## src/sv/actuator_position_controller_macros.svh

```systemverilog
`ifndef ACTUATOR_POSITION_CONTROLLER_MACROS_SVH
`define ACTUATOR_POSITION_CONTROLLER_MACROS_SVH

// Same-cycle implication check, off during reset
`define APC_ASSERT_IMP(label, clk, rst_n, ante, cons) \
	label: assert property (@(posedge clk) disable iff (!rst_n) (ante) |-> (cons)) \
		else $error("apc: same-cycle check failed");

// Next-cycle implication check, off during reset
`define APC_ASSERT_NXT(label, clk, rst_n, ante, cons) \
	label: assert property (@(posedge clk) disable iff (!rst_n) (ante) |=> (cons)) \
		else $error("apc: next-cycle check failed");

`endif

```

## src/sv/apc_pkg.sv

```systemverilog
`default_nettype none
package apc_pkg;

	// Reading and length limits
	localparam int unsigned SAMPLES_PER_READING = 10;
	localparam int unsigned MAX_LENGTH_MM       = 150;

	localparam int unsigned NW   = $clog2(SAMPLES_PER_READING + 1);
	localparam int unsigned CNTW = 4;
	localparam int unsigned SUMW = 20;
	localparam int unsigned DIVW = 16 + NW;
	localparam int unsigned DIFW = (DIVW > SUMW) ? DIVW : SUMW;
	localparam int unsigned QW   = 16;
	localparam int unsigned STPW = $clog2(QW);

	localparam logic [NW-1:0] N_SMP       = NW'(SAMPLES_PER_READING);
	localparam logic [15:0]   MAX_LEN_Q   = 16'(MAX_LENGTH_MM * 256);
	localparam logic [15:0]   SLOW_ZONE_Q = 16'(15 * 256);

	localparam logic [7:0] PWM_STOP = 8'd0;
	localparam logic [7:0] PWM_SLOW = 8'd76;
	localparam logic [7:0] PWM_FULL = 8'd255;

	localparam logic DIR_RETRACT = 1'b0;
	localparam logic DIR_EXTEND  = 1'b1;

	localparam logic ACT_SAMPLE = 1'b0;
	localparam logic ACT_START  = 1'b1;

	// Register indexes
	localparam logic [2:0] REG_TARGET_A = 3'd0;
	localparam logic [2:0] REG_TARGET_B = 3'd1;
	localparam logic [2:0] REG_POTMIN_A = 3'd2;
	localparam logic [2:0] REG_POTMIN_B = 3'd3;
	localparam logic [2:0] REG_SCALE_A  = 3'd4;
	localparam logic [2:0] REG_SCALE_B  = 3'd5;
	localparam logic [2:0] REG_TOL_A    = 3'd6;
	localparam logic [2:0] REG_TOL_B    = 3'd7;

	typedef struct packed {
		logic [1:0][15:0] target;
		logic [1:0][15:0] pot_min;
		logic [1:0][15:0] scale;
		logic [1:0][15:0] tol;
	} cfg_t;

	typedef struct packed {
		logic take;
		logic prep;
		logic chk;
		logic div_step;
		logic fin;
		logic emit;
	} cmd_t;

	typedef struct packed {
		logic start_calc;
		logic out_free;
	} sts_t;

endpackage
`default_nettype wire

```

## src/sv/apc_regs.sv

```systemverilog
`default_nettype none
module apc_regs (
	input  wire logic         clk,
	input  wire logic         arst_n,
	input  wire logic         psel,
	input  wire logic         penable,
	input  wire logic         pwrite,
	input  wire logic [4:0]   paddr,
	input  wire logic [31:0]  pwdata,
	output logic [31:0]       prdata,
	output logic              pready,
	output apc_pkg::cfg_t     cfg
);

	logic [2:0]  idx;
	logic        wr_en;
	logic [15:0] rd_val;

	logic [1:0][15:0] target_q;
	logic [1:0][15:0] pot_min_q;
	logic [1:0][15:0] scale_q;
	logic [1:0][15:0] tol_q;

	assign idx    = paddr[4:2];
	assign pready = 1'b1;
	assign wr_en  = psel && penable && pwrite && pready;

	// Write registers on the access phase
	always_ff @(posedge clk or negedge arst_n) begin
		if (!arst_n) begin
			target_q  <= '0;
			pot_min_q <= '0;
			scale_q   <= {16'd256, 16'd256};
			tol_q     <= {16'd256, 16'd256};
		end else if (wr_en) begin
			unique case (idx)
				apc_pkg::REG_TARGET_A: target_q[0]  <= pwdata[15:0];
				apc_pkg::REG_TARGET_B: target_q[1]  <= pwdata[15:0];
				apc_pkg::REG_POTMIN_A: pot_min_q[0] <= pwdata[15:0];
				apc_pkg::REG_POTMIN_B: pot_min_q[1] <= pwdata[15:0];
				apc_pkg::REG_SCALE_A:  scale_q[0]   <= pwdata[15:0];
				apc_pkg::REG_SCALE_B:  scale_q[1]   <= pwdata[15:0];
				apc_pkg::REG_TOL_A:    tol_q[0]     <= pwdata[15:0];
				apc_pkg::REG_TOL_B:    tol_q[1]     <= pwdata[15:0];
				default: ;
			endcase
		end
	end

	// Read back
	always_comb begin
		unique case (idx)
			apc_pkg::REG_TARGET_A: rd_val = target_q[0];
			apc_pkg::REG_TARGET_B: rd_val = target_q[1];
			apc_pkg::REG_POTMIN_A: rd_val = pot_min_q[0];
			apc_pkg::REG_POTMIN_B: rd_val = pot_min_q[1];
			apc_pkg::REG_SCALE_A:  rd_val = scale_q[0];
			apc_pkg::REG_SCALE_B:  rd_val = scale_q[1];
			apc_pkg::REG_TOL_A:    rd_val = tol_q[0];
			apc_pkg::REG_TOL_B:    rd_val = tol_q[1];
			default:               rd_val = '0;
		endcase
	end

	assign prdata      = {16'd0, rd_val};
	assign cfg.target  = target_q;
	assign cfg.pot_min = pot_min_q;
	assign cfg.scale   = scale_q;
	assign cfg.tol     = tol_q;

endmodule
`default_nettype wire

```

## src/sv/apc_ctrl.sv

```systemverilog
`default_nettype none
module apc_ctrl (
	input  wire logic          clk,
	input  wire logic          arst_n,
	input  wire logic          s_tvalid,
	output logic               s_tready,
	input  wire apc_pkg::sts_t sts,
	output apc_pkg::cmd_t      cmd
);

	localparam logic [2:0] S_IDLE = 3'd0;
	localparam logic [2:0] S_PREP = 3'd1;
	localparam logic [2:0] S_CHK  = 3'd2;
	localparam logic [2:0] S_DIV  = 3'd3;
	localparam logic [2:0] S_FIN  = 3'd4;
	localparam logic [2:0] S_DEC  = 3'd5;

	logic [2:0]                  state_q;
	logic [2:0]                  state_d;
	logic [apc_pkg::STPW-1:0]    step_q;
	logic                        last_step;

	assign last_step = (step_q == apc_pkg::STPW'(apc_pkg::QW - 1));
	assign s_tready  = (state_q == S_IDLE);

	// Next state and commands
	always_comb begin
		state_d = state_q;
		cmd     = '0;
		unique case (state_q)
			S_IDLE: begin
				cmd.take = s_tvalid;
				if (s_tvalid && sts.start_calc) state_d = S_PREP;
			end
			S_PREP: begin
				cmd.prep = 1'b1;
				state_d  = S_CHK;
			end
			S_CHK: begin
				cmd.chk = 1'b1;
				state_d = S_DIV;
			end
			S_DIV: begin
				cmd.div_step = 1'b1;
				if (last_step) state_d = S_FIN;
			end
			S_FIN: begin
				cmd.fin = 1'b1;
				state_d = S_DEC;
			end
			S_DEC: begin
				cmd.emit = sts.out_free;
				if (sts.out_free) state_d = S_IDLE;
			end
			default: state_d = S_IDLE;
		endcase
	end

	// Hold state and divider step count
	always_ff @(posedge clk or negedge arst_n) begin
		if (!arst_n) begin
			state_q <= S_IDLE;
			step_q  <= '0;
		end else begin
			state_q <= state_d;
			if (state_q == S_DIV) step_q <= step_q + 1'b1;
			else step_q <= '0;
		end
	end

endmodule
`default_nettype wire

```

## src/sv/apc_dp.sv

```systemverilog
`default_nettype none
`include "actuator_position_controller_macros.svh"
module apc_dp (
	input  wire logic          clk,
	input  wire logic          arst_n,
	input  wire apc_pkg::cfg_t cfg,
	input  wire apc_pkg::cmd_t cmd,
	output apc_pkg::sts_t      sts,
	input  wire logic [15:0]   s_tdata,
	input  wire logic [1:0]    s_tuser,
	output logic               m_tvalid,
	input  wire logic          m_tready,
	output logic [31:0]        m_tdata,
	output logic               m_tuser
);

	localparam int unsigned CW = apc_pkg::CNTW + 1;

	logic                          in_action;
	logic                          in_act;
	logic [CW-1:0]                 cnt_inc;
	logic                          full;
	logic [apc_pkg::SUMW-1:0]      sum_new;

	logic [1:0][apc_pkg::CNTW-1:0] cnt_q;
	logic [1:0][apc_pkg::SUMW-1:0] sum_q;
	logic [1:0]                    arr_q;

	logic                          act_q;
	logic [apc_pkg::SUMW-1:0]      calc_sum_q;
	logic [apc_pkg::DIVW-1:0]      base_q;
	logic [apc_pkg::DIVW-1:0]      div_q;
	logic [apc_pkg::DIFW-1:0]      rem_q;
	logic [apc_pkg::QW-1:0]        quo_q;
	logic                          zero_q;
	logic                          sat_q;
	logic [15:0]                   len_q;

	logic [apc_pkg::DIVW-1:0]      pmin_x;
	logic [apc_pkg::DIVW-1:0]      scl_x;
	logic [apc_pkg::DIVW-1:0]      n_x;
	logic [15:0]                   scl_nz;
	logic [apc_pkg::DIFW-1:0]      sum_x;
	logic [apc_pkg::DIFW-1:0]      base_x;
	logic [apc_pkg::DIFW-1:0]      dif;
	logic [apc_pkg::DIFW:0]        rem2;
	logic [apc_pkg::DIFW:0]        div_x;
	logic                          ge;

	logic [15:0]                   tgt;
	logic                          tgt_gt;
	logic [15:0]                   diff;
	logic                          hit;

	logic                          out_vld_q;
	logic                          out_act_q;
	logic                          out_dir_q;
	logic [7:0]                    out_pwm_q;
	logic                          out_arr_q;
	logic [15:0]                   out_len_q;

	// Decode the incoming transaction
	assign in_action = s_tuser[0];
	assign in_act    = s_tuser[1];
	assign cnt_inc   = {1'b0, cnt_q[in_act]} + CW'(1);
	assign full      = (cnt_inc >= CW'(apc_pkg::SAMPLES_PER_READING));
	assign sum_new   = sum_q[in_act] + apc_pkg::SUMW'(s_tdata);

	assign sts.start_calc = (in_action == apc_pkg::ACT_SAMPLE) && !arr_q[in_act] && full;
	assign sts.out_free   = !out_vld_q || m_tready;

	// Accumulate samples; clear all on start move; drop samples once arrived
	always_ff @(posedge clk or negedge arst_n) begin
		if (!arst_n) begin
			cnt_q <= '0;
			sum_q <= '0;
			arr_q <= '0;
		end else begin
			if (cmd.take) begin
				if (in_action == apc_pkg::ACT_START) begin
					cnt_q <= '0;
					sum_q <= '0;
					arr_q <= '0;
				end else if (!arr_q[in_act]) begin
					if (full) begin
						cnt_q[in_act] <= '0;
						sum_q[in_act] <= '0;
					end else begin
						cnt_q[in_act] <= cnt_inc[apc_pkg::CNTW-1:0];
						sum_q[in_act] <= sum_new;
					end
				end
			end
			if (cmd.emit && hit) arr_q[act_q] <= 1'b1;
		end
	end

	// Capture the finished reading
	always_ff @(posedge clk) begin
		if (cmd.take && sts.start_calc) begin
			act_q      <= in_act;
			calc_sum_q <= sum_new;
		end
	end

	// Offset and divisor scaled by the sample count
	assign scl_nz = (cfg.scale[act_q] == 16'd0) ? 16'd1 : cfg.scale[act_q];
	assign pmin_x = apc_pkg::DIVW'(cfg.pot_min[act_q]);
	assign scl_x  = apc_pkg::DIVW'(scl_nz);
	assign n_x    = apc_pkg::DIVW'(apc_pkg::N_SMP);

	assign sum_x  = apc_pkg::DIFW'(calc_sum_q);
	assign base_x = apc_pkg::DIFW'(base_q);
	assign dif    = sum_x - base_x;
	assign div_x  = (apc_pkg::DIFW + 1)'(div_q);
	assign rem2   = {rem_q, 1'b0};
	assign ge     = (rem2 >= div_x);

	// Restoring divide: one quotient bit per step
	always_ff @(posedge clk) begin
		if (cmd.prep) begin
			base_q <= pmin_x * n_x;
			div_q  <= scl_x * n_x;
		end
		if (cmd.chk) begin
			zero_q <= (sum_x <= base_x);
			sat_q  <= (dif >= apc_pkg::DIFW'(div_q));
			rem_q  <= dif;
			quo_q  <= '0;
		end
		if (cmd.div_step) begin
			rem_q <= ge ? apc_pkg::DIFW'(rem2 - div_x) : apc_pkg::DIFW'(rem2);
			quo_q <= {quo_q[apc_pkg::QW-2:0], ge};
		end
		if (cmd.fin) begin
			priority if (zero_q) len_q <= '0;
			else if (sat_q || quo_q > apc_pkg::MAX_LEN_Q) len_q <= apc_pkg::MAX_LEN_Q;
			else len_q <= quo_q;
		end
	end

	// Compare with target and tolerance
	assign tgt    = cfg.target[act_q];
	assign tgt_gt = (tgt > len_q);
	assign diff   = tgt_gt ? (tgt - len_q) : (len_q - tgt);
	assign hit    = (diff < cfg.tol[act_q]);

	// Output register: load on emit, drop when taken
	always_ff @(posedge clk or negedge arst_n) begin
		if (!arst_n) out_vld_q <= 1'b0;
		else if (cmd.emit) out_vld_q <= 1'b1;
		else if (m_tready) out_vld_q <= 1'b0;
	end

	always_ff @(posedge clk) begin
		if (cmd.emit) begin
			out_act_q <= act_q;
			out_len_q <= len_q;
			out_arr_q <= hit;
			if (hit) begin
				out_dir_q <= apc_pkg::DIR_RETRACT;
				out_pwm_q <= apc_pkg::PWM_STOP;
			end else begin
				out_dir_q <= tgt_gt ? apc_pkg::DIR_EXTEND : apc_pkg::DIR_RETRACT;
				out_pwm_q <= (diff < apc_pkg::SLOW_ZONE_Q) ? apc_pkg::PWM_SLOW
				                                           : apc_pkg::PWM_FULL;
			end
		end
	end

	assign m_tvalid = out_vld_q;
	assign m_tuser  = out_act_q;
	assign m_tdata  = {6'd0, out_len_q, out_arr_q, out_pwm_q, out_dir_q};

	`APC_ASSERT_IMP(a_arrived_stops, clk, arst_n, out_vld_q && out_arr_q, out_pwm_q == apc_pkg::PWM_STOP && out_dir_q == apc_pkg::DIR_RETRACT)
	`APC_ASSERT_IMP(a_len_clamped, clk, arst_n, out_vld_q, out_len_q <= apc_pkg::MAX_LEN_Q)
	`APC_ASSERT_NXT(a_emit_shows, clk, arst_n, cmd.emit, out_vld_q)

endmodule
`default_nettype wire

```

## src/sv/actuator_position_controller.sv

```systemverilog
// A completing sample runs the prepare, check, divide, finish and emit states in order.
// Other transactions are taken one per cycle while idle; a completing sample holds
// the input through those states, whose 16-step restoring divider forms the length,
// plus any cycles in which the previous result still waits in the output register.
// A finished result waits in an output register while the next transaction is taken.
// Reset clears sample counts, sums, arrived flags and the output valid; config to defaults.
`default_nettype none
module actuator_position_controller (
	input  wire logic        clk,
	input  wire logic        arst_n,
	input  wire logic        s_tvalid,
	output logic             s_tready,
	input  wire logic [15:0] s_tdata,   // [15:0] sample
	input  wire logic [1:0]  s_tuser,   // [0] action, [1] actuator
	output logic             m_tvalid,
	input  wire logic        m_tready,
	output logic [31:0]      m_tdata,   // [0] direction, [8:1] pwm, [9] arrived, [25:10] length
	output logic             m_tuser,   // [0] which_actuator
	input  wire logic        psel,
	input  wire logic        penable,
	input  wire logic        pwrite,
	input  wire logic [4:0]  paddr,
	input  wire logic [31:0] pwdata,
	output logic [31:0]      prdata,
	output logic             pready
);

	apc_pkg::cfg_t cfg;
	apc_pkg::cmd_t cmd;
	apc_pkg::sts_t sts;

	apc_regs u_regs (
		.clk     (clk),
		.arst_n  (arst_n),
		.psel    (psel),
		.penable (penable),
		.pwrite  (pwrite),
		.paddr   (paddr),
		.pwdata  (pwdata),
		.prdata  (prdata),
		.pready  (pready),
		.cfg     (cfg)
	);

	apc_ctrl u_ctrl (
		.clk      (clk),
		.arst_n   (arst_n),
		.s_tvalid (s_tvalid),
		.s_tready (s_tready),
		.sts      (sts),
		.cmd      (cmd)
	);

	apc_dp u_dp (
		.clk      (clk),
		.arst_n   (arst_n),
		.cfg      (cfg),
		.cmd      (cmd),
		.sts      (sts),
		.s_tdata  (s_tdata),
		.s_tuser  (s_tuser),
		.m_tvalid (m_tvalid),
		.m_tready (m_tready),
		.m_tdata  (m_tdata),
		.m_tuser  (m_tuser)
	);

endmodule
`default_nettype wire
```

## config.mk

```make
export PLATFORM = sky130hd
export DESIGN_NAME = actuator_position_controller
export DESIGN_NICKNAME = d
export VERILOG_FILES = /design/src/sv/apc_pkg.sv /design/src/sv/apc_regs.sv /design/src/sv/apc_ctrl.sv /design/src/sv/apc_dp.sv /design/src/sv/actuator_position_controller.sv
export VERILOG_INCLUDE_DIRS = /design/src /design/src/sv
export SDC_FILE = /design/constraint.sdc
export NUM_CORES = 1
export LEC_CHECK = 0
export ABC_AREA = 0
export BUFFER_PORTS_ARGS = -buffer_cell sky130_fd_sc_hd__buf_2
export CAP_MARGIN = 20
export CELL_PAD_IN_SITES_DETAIL_PLACEMENT = 0
export CELL_PAD_IN_SITES_GLOBAL_PLACEMENT = 1
export CORE_MARGIN = 2
export CORE_UTILIZATION = 47
export DETAILED_ROUTE_END_ITERATION = 12
export PLACE_DENSITY = 0.77
export SYNTH_ARGS = -nofsm -noshare
export SYNTH_HDL_FRONTEND = slang
export SYNTH_SLANG_ARGS = --single-unit
```

## constraint.sdc

```tcl
create_clock -name clk -period 7.56 [get_ports clk]
set_input_delay 0.378 -clock clk [delete_from_list [all_inputs] [get_ports clk]]
set_output_delay 0.378 -clock clk [all_outputs]
set_load 0.005 [all_outputs]
```

==> results.cfg <==
[die]
die_w_um = 214.8
die_area_mm2 = 0.04612
core_area_mm2 = 0.04403
start_util_pct = 47.41
io-pin-count = 130
row_count = 77
die_h_um = 214.8

[power_and_ir_drop]
p_leak_nw = 10.57
ir_drop_mv = 0.1688
p_per_area_mw_per_mm2 = 376.9

[global_route]
grt_first_pass_wirelength_um = 85850
grtUsageTotal_pct = 23.49
grt_start_max_net_pins = 72
grt_pass1_vias = 15410
antenna_found_initial = 1
globalRouteOverflowTotal = 0

[logic_synthesis]
netlist_instances = 2003
ys_types = 84
ys_warn_count = 0
synth-main-ff-cell = dfrtp_1
syn_area_mm2 = 0.02088
synth_edf_count = 134
ys_ff_latch = 320
avgSynthCellArea_um2 = 10.42
synth_seq_area_share_pct = 41.60
synthArstFlopShare_pct = 58.13

[clocking]
clkSinkCount = 320
cts_tree = done
cts_max_level = 2
cts_root_buf = clkbuf_16
clock_latency_ns = 0.56
cts_resized = 0
cts_buffers = 38
clkTransAtPathRegs_ns = 0.06
clock_path_buffers = 3

[sta]
drv_slew = 0
min_period_ns = 6.103
worstMarginPinSlew_ns = 1.130
max_slew_margin_pct = 24.41
rsz0062_at_grt = false
clock.fmax_ghz = 0.1638
hold_viol = 0
fin_tns_setup_ns = 0
fin_skew_ns = 0.01654
setup_viol = 0
period_share_pct = 80.73

[critical_path]
crit_type = flip-flop to flip-flop
cp-start-kind = flip-flop
cp.arrival_ns = 6.39
cp_max_fo = 19
cp-end-kind = flip-flop
required_ns = 7.84

[place]
place.gp.congestion = 0.8865
place_hpwl_um = 39580
dp.cells = 2621
port_buffers = 88

[detailed_routing]
drt-wirelength-per-cell_um = 19.98
avgViaCountPerCell = 5.748
routed_wl_um = 53800
ant_nets = 0
num_vias = 15480
first_pass_iters = 7
drtIter0Drc = 1068
drcViolationCount = 0

[final_layout]
drive_above_1_share_pct = 18.42
num_antenna_cells = 0
final-instance-count-excl-fill = 2693
num-nets-final = 2318
syn2layout_area_growth_pct = 10.92

[run_status]
outcome = complete, no violations

[flow_run]
drv_cap = 0

[worst_hold_path]
hold_path_class = primary input to flip-flop
## worst paths after layout
| check | startpoint | endpoint | slack, ns | depth (start not counted) |
|---|---|---|---|---|
| hold reg to reg | u_ctrl.step_q[0] | u_ctrl.step_q[0] | 0.47 | 1 |
| setup reg to reg | u_dp.act_q | u_dp.out_dir_q | 1.46 | 21 |
| setup / recovery | u_dp.act_q | u_dp.out_dir_q | 1.46 | 21 |
| hold / removal | m_tready | u_dp.m_tvalid | 0.12 | 3 |
| min in group asynchronous | arst_n | u_dp.sum_q[26] | 0.37 | 2 |
| max in group asynchronous | arst_n | u_dp.m_tvalid | 5.18 | 4 |
## metrics by stage
stage,hold slack (ns),utilization [%],total power (W),area (um^2),setup slack [ns]
2_1_floorplan,0.08241,-,0.005770,20950,1.748
5_1_grt,0.1248,52.59,0.009399,23150,1.131
3_5_place_dp,0.4352,49.58,0.006805,21830,1.463
6_report,0.1152,52.59,0.008727,23150,1.457
4_1_cts,0.09046,52.56,0.008752,23140,1.447
3_3_place_gp,0.4268,49.55,0.006699,21820,1.533
## layer usage
metal  routed length (um)  up-vias  track usage (%)  part of all wire [%]
met1                25450     7660            33.65                    47
met3                 2631       83            3.510                   4.9
met4                 1221        2            6.343                   2.3
li1                     -     7376                -                     -
met5                   11        -                0                 0.020
met2                24490      358            37.21                    46
## sequential cells by signal (all words and copies together), names as in the netlist, 2 cells and up
register,cells
u_ctrl.state_q,3
u_ctrl.step_q,4
u_dp.arr_q,2
u_dp.base_q,19
u_dp.calc_sum_q,20
u_dp.cnt_q,8
u_dp.div_q,19
u_dp.len_q,16
u_dp.out_len_q,16
u_dp.out_pwm_q,2
u_dp.quo_q,16
u_dp.rem_q,20
u_dp.sum_q,40
u_regs.cfg,128
## cell usage in the layout (no fill, tap or decap), types with 22 or more instances in the layout
cell type,n
clkbuf_16,41
ha_1,178
mux2_2,172
nand2_1,117
and3_1,28
nor2b_1,22
a21oi_1,131
mux2i_1,64
o21ai_0,121
dfrtp_1,182
a21o_1,31
conb_1,23
nor2_1,124
inv_1,133
buf_2,87
nand3_1,30
xnor2_1,54
nor3_1,36
edfxtp_1,134
xor2_1,31
## report_power, final
part           internal [W]  switching, W
combinational       0.00168       0.00235
sequential          0.00247      0.000327
clock               0.00115      0.000759
total               0.00529       0.00343
## cell families (layout without fill, tap and decap cells)
group                      after synthesis  after routing  synth area share (%)
and+or+nand+nor                        454            454                 10.48
AOI/OAI and AO/OA                      474            474                 14.66
buffers and inverters                  238            315                 5.065
other                                    2             23               0.03598
xor gates and xnor gates                87             87                 3.722
muxes                                  243            243                 13.10
adders and majority gates              185            185                 11.34
DFF                                    320            320                 41.60
## synthesized netlist by cell type, types with 5 or more instances
cell type    n  area share [%]
nand4_1     10            0.30
o31ai_1     12            0.43
mux2i_1     64             3.1
buf_4       31             1.1
o2111ai_1    5            0.21
buf_6        5            0.27
ha_1       178              11
nor2_1     128             2.3
a31oi_1     14            0.42
nor3_1      40            0.96
nor4_1       9            0.27
dfrtp_1    182              22
nand3_1     30            0.72
a21o_1      31             1.1
buf_1       13            0.23
o21ai_1      6            0.14
a22oi_1     10            0.36
o22ai_1      7            0.21
o21a_1      19            0.68
a21boi_0     7            0.25
xnor2_1     54             2.3
o211ai_1    10            0.36
and2_1      20            0.60
o21bai_1    12            0.43
mux4_2       7            0.76
fa_1         7            0.67
nand2_1    117             2.1
or3_1        7            0.21
nor2b_1     23            0.69
a221oi_1    12            0.50
inv_1      133             2.4
buf_2        8            0.19
a211oi_1    12            0.43
a22o_1      19            0.80
xor2_1      31             1.3
mux2_2     172             9.3
and3_1      28            0.84
nand2b_1    16            0.48
o21ai_0    121             2.9
a21oi_1    131             3.1
clkbuf_1    48            0.86
edfxtp_1   134              19
## repair_timing
action                    CTS  global route
buffers inserted            0             0
hold endpoints to repair   70             0
hold buffers                1             0
## worst max-delay path: stages (launching register included)
cell and delay (ns):
edfxtp_1 0.74, buf_4 0.44, mux2i_1 0.51, inv_1 0.09, ha_1 0.39, a21oi_1 0.16, o21ai_0 0.13, a211o_1 0.29
a221o_2 0.43, and2_4 0.23, mux2_2 0.29, xor2_1 0.16, ha_1 0.32, a21o_1 0.18, a21o_1 0.16, a21o_1 0.16
a21oi_1 0.14, nor2b_1 0.06, o21ai_0 0.15, nand2b_1 0.09, a211oi_2 0.58, nor2_1 0.09
## area by class of cell
cell class | count | area, um^2
clock buffer | 58 | 1140
timing repair buffer | 112 | 639.4
fill | 3969 | 20870
clock inverter | 12 | 166.4
tap | 592 | 740.7
sequential | 320 | 8683
inverter | 133 | 499.2
multi-input combinational | 1466 | 11290
(Power assumes the default switching activity.)
